<file path="src/rtl/rtp_pkg.sv">
// Shared types and constants for the reciprocating trapezoid profile.
// No dependencies; used by every module of the block except rtp_div.
package rtp_pkg;

   // Width of the internal time and profile quantities (ta, tc, half, period).
   localparam int TW = 52;
   // Width of the signed one-way position offset.
   localparam int PW = 50;
   // Width used for the saturating output add.
   localparam int SW = 66;

   // Modulo pipeline: two remainder bits per stage over a 32 bit time word.
   localparam int MOD_BITS   = 2;
   localparam int MOD_STAGES = 32 / MOD_BITS;

   // Configuration register indexes.
   localparam int CSR_AW = 3;
   localparam logic [CSR_AW-1:0] REG_ORIGIN_X = 3'd0;
   localparam logic [CSR_AW-1:0] REG_ORIGIN_Y = 3'd1;
   localparam logic [CSR_AW-1:0] REG_ORIGIN_Z = 3'd2;
   localparam logic [CSR_AW-1:0] REG_AXIS     = 3'd3;
   localparam logic [CSR_AW-1:0] REG_STROKE   = 3'd4;
   localparam logic [CSR_AW-1:0] REG_CRUISE   = 3'd5;
   localparam logic [CSR_AW-1:0] REG_ACCEL    = 3'd6;

   // Axis codes.
   localparam logic [1:0] AXIS_X = 2'd0;
   localparam logic [1:0] AXIS_Y = 2'd1;
   localparam logic [1:0] AXIS_Z = 2'd2;

   // Reset values.
   localparam logic [30:0] STROKE_RST = 31'd6554;
   localparam logic [30:0] CRUISE_RST = 31'd6554;
   localparam logic [30:0] ACCEL_RST  = 31'd65536;

   typedef enum logic [3:0] {
      SU_MUL,
      SU_PICK,
      SU_SQRT,
      SU_DA_GO,
      SU_DA,
      SU_TC_GO,
      SU_TC,
      SU_TA_GO,
      SU_TA,
      SU_FIN,
      SU_DONE
   } su_state_type;

   typedef enum logic [1:0] {
      PH_ACCEL,
      PH_CRUISE,
      PH_DECEL
   } phase_type;

   // Profile constants derived from the configuration.
   typedef struct packed {
      logic [30:0]   vmax;
      logic [30:0]   accel;
      logic [30:0]   stroke;
      logic [30:0]   da;
      logic [30:0]   dc;
      logic [TW-1:0] ta;
      logic [TW-1:0] tac;
      logic [TW-1:0] half;
      logic [31:0]   per_lo;
      logic          per_zero;
      logic          per_big;
   } prof_type;

endpackage

</file>
<file path="src/rtl/rtp_mod.sv">
// Pipelined time modulo: t mod period, two remainder bits per stage.
// Depends on rtp_pkg.
module rtp_mod (
   input  logic        clock,
   input  logic        reset,
   input  logic        in_valid,
   input  logic [31:0] in_time,
   output logic        in_stall,
   input  logic [31:0] divisor,
   output logic        out_valid,
   output logic [31:0] out_time,
   output logic [31:0] out_rem,
   input  logic        out_stall
);

   localparam int N = rtp_pkg::MOD_STAGES;
   localparam int B = rtp_pkg::MOD_BITS;

   logic [N-1:0]       valid_ff, valid_in, adv;
   logic [N-1:0][31:0] time_ff, time_in, rem_ff, rem_in;
   // stage inputs: the port for stage 0, the previous stage otherwise
   logic [N-1:0]       src_valid;
   logic [N-1:0][31:0] src_time, src_rem;

   assign src_valid = {valid_ff[N-2:0], in_valid};
   assign src_time  = {time_ff[N-2:0], in_time};
   assign src_rem   = {rem_ff[N-2:0], 32'b0};

   always_comb begin
      logic [31:0] r;
      logic [32:0] sh;
      logic [31:0] t;
      // bubble-collapsing advance chain, from the output back
      adv[N-1] = !valid_ff[N-1] || !out_stall;
      for (int k = N - 2; k >= 0; k--) begin
         adv[k] = !valid_ff[k] || adv[k+1];
      end
      for (int k = 0; k < N; k++) begin
         valid_in[k] = src_valid[k];
         t           = src_time[k];
         r           = src_rem[k];
         for (int j = 0; j < B; j++) begin
            sh = {r, t[31 - B*k - j]};
            r  = (sh >= {1'b0, divisor}) ? 32'(sh - {1'b0, divisor}) : sh[31:0];
         end
         time_in[k] = t;
         rem_in[k]  = r;
      end
   end

   always_ff @(posedge clock) begin
      if (reset) begin
         valid_ff <= '0;
      end else begin
         for (int k = 0; k < N; k++) begin
            if (adv[k]) valid_ff[k] <= valid_in[k];
         end
      end
   end

   always_ff @(posedge clock) begin
      for (int k = 0; k < N; k++) begin
         if (adv[k]) begin
            time_ff[k] <= time_in[k];
            rem_ff[k]  <= rem_in[k];
         end
      end
   end

   assign in_stall  = !adv[0];
   assign out_valid = valid_ff[N-1];
   assign out_time  = time_ff[N-1];
   assign out_rem   = rem_ff[N-1];

endmodule

</file>
<file path="config.mk">
export PLATFORM = sky130hd
export DESIGN_NAME = rtp_mod
export DESIGN_NICKNAME = d
export VERILOG_FILES = /design/src/rtl/rtp_pkg.sv /design/src/rtl/rtp_mod.sv
export SDC_FILE = /design/constraint.sdc
export NUM_CORES = 2
export LEC_CHECK = 0
export BUFFER_PORTS_ARGS = -buffer_cell sky130_fd_sc_hd__buf_2
export CAP_MARGIN = 20
export CORE_ASPECT_RATIO = 1.4
export CORE_MARGIN = 3
export CORE_UTILIZATION = 40
export CTS_CLUSTER_SIZE = 40
export DETAILED_ROUTE_END_ITERATION = 8
export PLACE_DENSITY_LB_ADDON = 0.08
export RECOVER_POWER = 100
export SLEW_MARGIN = 30
export SYNTH_ARGS = -nofsm -noshare
export SYNTH_HDL_FRONTEND = slang
export SYNTH_SLANG_ARGS = --single-unit
</file>
<file path="constraint.sdc">
create_clock -name clock -period 22.2 [get_ports clock]
set_input_delay 4.44 -clock clock [delete_from_list [all_inputs] [get_ports clock]]
set_output_delay 4.44 -clock clock [all_outputs]
set_load 0.02 [all_outputs]
</file>
== Yosys cells after proc, flatten, opt, wreduce, memory -nomap -nowiden ==
Cells that the tools add are included.

* Add/sub/neg operators: 32
* Multiply operators: 0
* Reductions and logical operators: 34
* Muxes and demuxes: 32
* Bitwise gates (word level): 0
* Magnitude comparators: 32
* Shift operators: 0
* Equality and inequality tests: 0
* Div/mod/pow operators: 0

{| class="wikitable"
|+ Operators by type and width
! cell !! number
|-
| 32-bit 2-to-1 mux || 32
|-
| 33-bit by 32-bit >= comparator with 1-bit output || 31
|-
| 32-bit subtractor || 31
|-
| 1-bit by 32-bit >= comparator with 1-bit output || 1
|-
| 1-bit by 32-bit subtractor with 32-bit output || 1
|-
| 1-bit zero test || 18
|-
| 1-bit logical OR || 16
|}

* Bits in read-only memories: 0
* Memories: 0
* Output and inout bits: 66
* RAM bits: 0
* Register bits after elaboration: 1040
* Bits in latches: 0
* Bits of input ports: 68

== Longest topological paths before layout ==
* Depth after elaboration: 18
* Gate-level depth with buffers: 29
* Depth with buffers taken out: 26

== Worst setup path after synthesis ==
OpenSTA, ideal clock, no wires.

* Path type: input to output
* Start: input out_stall
* End: output in_stall
* Path buffers: 1
* Stages: 11
* Data arrival time: 11.728 ns
* Required time: 17.760 ns
* Slack: 6.032 ns
* Cell sequence: and3_1 > inv_1 > nor2_1 > and2_1 > clkbuf_1 > inv_1 > nor3_1 > nand3_1 > nor2_1 > nand2_1 > inv_1

* Cells in the longest elaborated chain, start to end: 18

{| class="wikitable"
|+ RTL lines
! item !! RTL line !! RTL
|-
| from (decl) || rtp_mod.sv:13 || <nowiki>input logic out_stall</nowiki>
|-
| 1-bit zero test || rtp_mod.sv:34 || <nowiki>adv[N-1] = !valid_ff[N-1] || !out_stall;</nowiki>
|-
| 1-bit logical OR || rtp_mod.sv:34 ||
|-
| 1-bit logical OR || rtp_mod.sv:36 || <nowiki>adv[k] = !valid_ff[k] || adv[k+1];</nowiki>
|-
| named net adv[14] || rtp_mod.sv:19 || <nowiki>logic [N-1:0] valid_ff, valid_in, adv;</nowiki>
|-
| 1-bit logical OR (4 in series) || rtp_mod.sv:36 ||
|-
| named net adv[10] || rtp_mod.sv:19 ||
|-
| 1-bit logical OR (8 in series) || rtp_mod.sv:36 ||
|-
| named net adv[2] || rtp_mod.sv:19 ||
|-
| 1-bit logical OR (2 in series) || rtp_mod.sv:36 ||
|-
| 1-bit zero test || rtp_mod.sv:70 || <nowiki>assign in_stall = !adv[0];</nowiki>
|-
| to (decl) || rtp_mod.sv:8 || <nowiki>output logic in_stall,</nowiki>
|}

The timed path passes the listed nets, and every way through them passes these cells.

==> qor.yml <==
job:
  drv_cap: 45
die:
  start_util_pct: 40.34
  die_w_um: 411.2
  core_um2: 227900
  rows: 207
  die_y_um: 573.3
  dieArea_um2: 235700
  ios: 134
clock_network:
  clkSinkCount: 1040
  post_cts_buffers: 0
  h-tree-depth: 3
  clkTransAtPathRegs_ns: 0.07
  ctsResizeCount: 0
  worstSkewPairLatency_ns: 0.79
  cts_buffer_depth: 3
  cts_root_buf: "clkbuf_16"
  cts_tree: "yes"
  numCtsBuffers: 115
  ctsHoldBuffers: 0
placed_design:
  gp_congestion: 0.8996
  dp.final_hpwl_um: 235900
  io_buffer_count: 133
  placed_cell_area_um2: 96490
setup_path:
  r2r_end: "rem_ff[353]"
  r2r-start: "src_time[361]"
  cp_common_cell: "clkbuf_1"
  ff2ff_path_depth: 24
  required_ns: 22.69
  path_max_fanout: 49
  path_class: "input port to flip-flop"
  max_stage_delay_ns: 1.68
  rrSetupSlack_ns: 10.49
  crit_arrival_ns: 17.60
  cp-start-kind: "input port"
  critPathSlowestCell: "clkbuf_1"
  cp-end-kind: "flip-flop"
sta:
  setup_viol: 0
  fmax_mhz: 58.45
  fin_crit_ns: 17.11
  max_slew_margin_pct: -160.8
  finalSetupTns_ns: 0
  worst_pin_slew_ns: 3.913
  hold_viol_final: 0
  drv_slew: 1818
  finalCritPeriodShare_pct: 77.07
  clock_skew_ns: 0.06575
  rsz0062_at_grt: "false"
min_path:
  min_to: "src_time[401]"
  worstHoldStart: "src_time[369]"
  worstHoldPathCells: 0
  worstHoldPathType: "flip-flop to flip-flop"
finish:
  drive_gt1_share_pct: 8.517
  finalNetCount: 10720
  fin_area_um2: 99840
  final_common_cell: "edfxtp_1"
  area_delta_synth_final_pct: 8.591
  final_cell_mix: "edfxtp_1 (1024), ha_1 (994), a21oi_1 (922)"
route:
  via_per_inst: 5.866
  initialDrtViolationCount: 4248
  drtPass1Iterations: 6
  drc_errors: 0
  via_count: 74820
  post_drt_wl_per_cell_um: 23.75
  postRouteAntennaNets: 0
  routed_wl_um: 302900
global_route:
  use_met3_pct: 2.452
  grt_pass1_wl_um: 454100
  antenna_found_initial: 12
  grt_overflow_total: 0
  grt.total_usage_pct: 24.88
  globalRouteMet1Util_pct: 27.14
  use_met2_pct: 47.10
  grt_pass1_vias: 75290
  grt_start_max_net_pins: 66
  busiest_layer: "met2"
power_and_ir_drop:
  peakVddDrop_v: 0.0001238
  leakagePower_uw: 0.04356
  power_density_nw_per_um2: 94.36
synthesis:
  ys_types: 106
  synthFlopType: "edfxtp_1"
  synth_warnings: 0
  ys_seq_area_share_pct: 33.79
  ys_seq_elements: 1040
  synth-edff-count: 1024
  synthesis.nets: 10580
  netlist_area_um2: 91940
  synthCells: 9488
  ys_async_sr_fraction_pct: 0
  syn_area_per_cell_um2: 9.690
outcome:
  violations: "capacitance limit, slew limit"
  outcome: "finished with violations"
report_power, final:
part | internal, µW | total (µW) | switching (µW)
clock network | 1140 | 2020 | 880
registers | 2510 | 2650 | 146
logic | 2050 | 4740 | 2690
total | 5700 | 9420 | 3720
flip-flops by register name, summed over array words and instances (netlist names):
name and flops:
out_time 32, out_rem 32, valid_ff 16, rem_ff 480
src_time 480
area by class of cell:
class / instances / area, µm²
Sequential cell: 1040 / 31070
Tap cell: 3030 / 3791
Clock buffer: 137 / 3082
Antenna cell: 3 / 7.507
Clock inverter: 79 / 939.7
Multi-Input combinational cell: 7876 / 58330
Inverter: 319 / 1200
Timing Repair Buffer: 271 / 1416
Fill cell: 22210 / 128100
worst max-delay path by stage:
| stage | start | end | depth (start not counted) |
|---|---|---|---|
| after floorplan | out_stall | in_stall | 11 |
| after global placement | divisor[4] | rem_ff[161] | 26 |
| after detailed placement | divisor[1] | rem_ff[353] | 26 |
| after CTS | out_stall | in_stall | 13 |
| after global routing | divisor[11] | rem_ff[231] | 27 |
| final | divisor[11] | rem_ff[225] | 27 |
per-layer routing:
layer | vias up | wire [µm]
li1 | 36410 | -
met1 | 36300 | 115900
met2 | 1544 | 159200
met3 | 567 | 9596
met4 | 2 | 18180
met5 | - | 13
Yosys cell counts (41+ instances only):
master    number  share of area (%)
xor2_1       239                2.3
clkbuf_1     138               0.56
o21ai_1       41               0.22
buf_4         42               0.34
buf_2         54               0.29
a211o_1       41               0.39
o21bai_1     128                1.0
xnor2_1      554                5.3
nor4_1        61               0.42
o21a_1       178                1.5
nor2b_1      115               0.78
o211ai_1      45               0.37
ha_1         994                 14
mux2_2       391                4.8
nand2b_1     136               0.93
nand2_1      616                2.5
o31ai_1       71               0.58
o21ai_0      605                3.3
nor3_1       150               0.82
nand3_1      174               0.95
mux2i_1       44               0.48
and2_1        41               0.28
nor2_1       613                2.5
and3_1        89               0.61
edfxtp_1    1024                 33
a21boi_0      44               0.36
a31oi_1       83               0.56
a21oi_1      918                5.0
inv_1        316                1.3
a211oi_1      69               0.56
nand4_1      142               0.97
a21o_1       535                4.4
mux2_1       155                1.9
or3_1         51               0.35
logic make-up (layout without fill, tap and decap cells):
family / count (synthesis) / after routing / share of synthesized area (%)
AO/OA/AOI/OAI: 3108 / 3108 / 21.84
AND/OR/NAND/NOR: 2331 / 2331 / 12.32
flip-flops: 1040 / 1040 / 33.79
adder cells (fa/ha/maj): 1025 / 1025 / 14.20
XOR/XNOR: 793 / 793 / 7.554
multiplexers: 619 / 619 / 7.640
buffers and inverters: 572 / 806 / 2.654
other: 0 / 3 / 0
stage by stage:
| stage | cells | setup slack [ns] | power [µW] | hold slack, ns | util, % |
|---|---|---|---|---|---|
| 2_1_floorplan | 9488 | 6.032 | 6300 | 0.4003 | - |
| 6_report | 12760 | 5.090 | 9421 | 0.4016 | 43.81 |
| 3_5_place_dp | 12530 | 8.778 | 7438 | 0.4045 | 42.34 |
| 4_1_cts | 12750 | 9.331 | 9531 | 0.4038 | 44.10 |
| 3_3_place_gp | 12530 | 8.802 | 7413 | 0.4001 | 42.32 |
| 5_1_grt | 12750 | 4.501 | 10100 | 0.4043 | 43.80 |
worst max-delay path, delay by kind of cell:
| family | cells | cell delay [ns] |
|---|---|---|
| AOI/OAI and AO/OA | 11 | 4.51 |
| and+or+nand+nor | 6 | 1.40 |
| muxes | 1 | 0.43 |
| buffers and inverters | 7 | 5.79 |
| adders and majority gates | 2 | 0.88 |
Note: power is estimated with default switching activity, not from simulation.
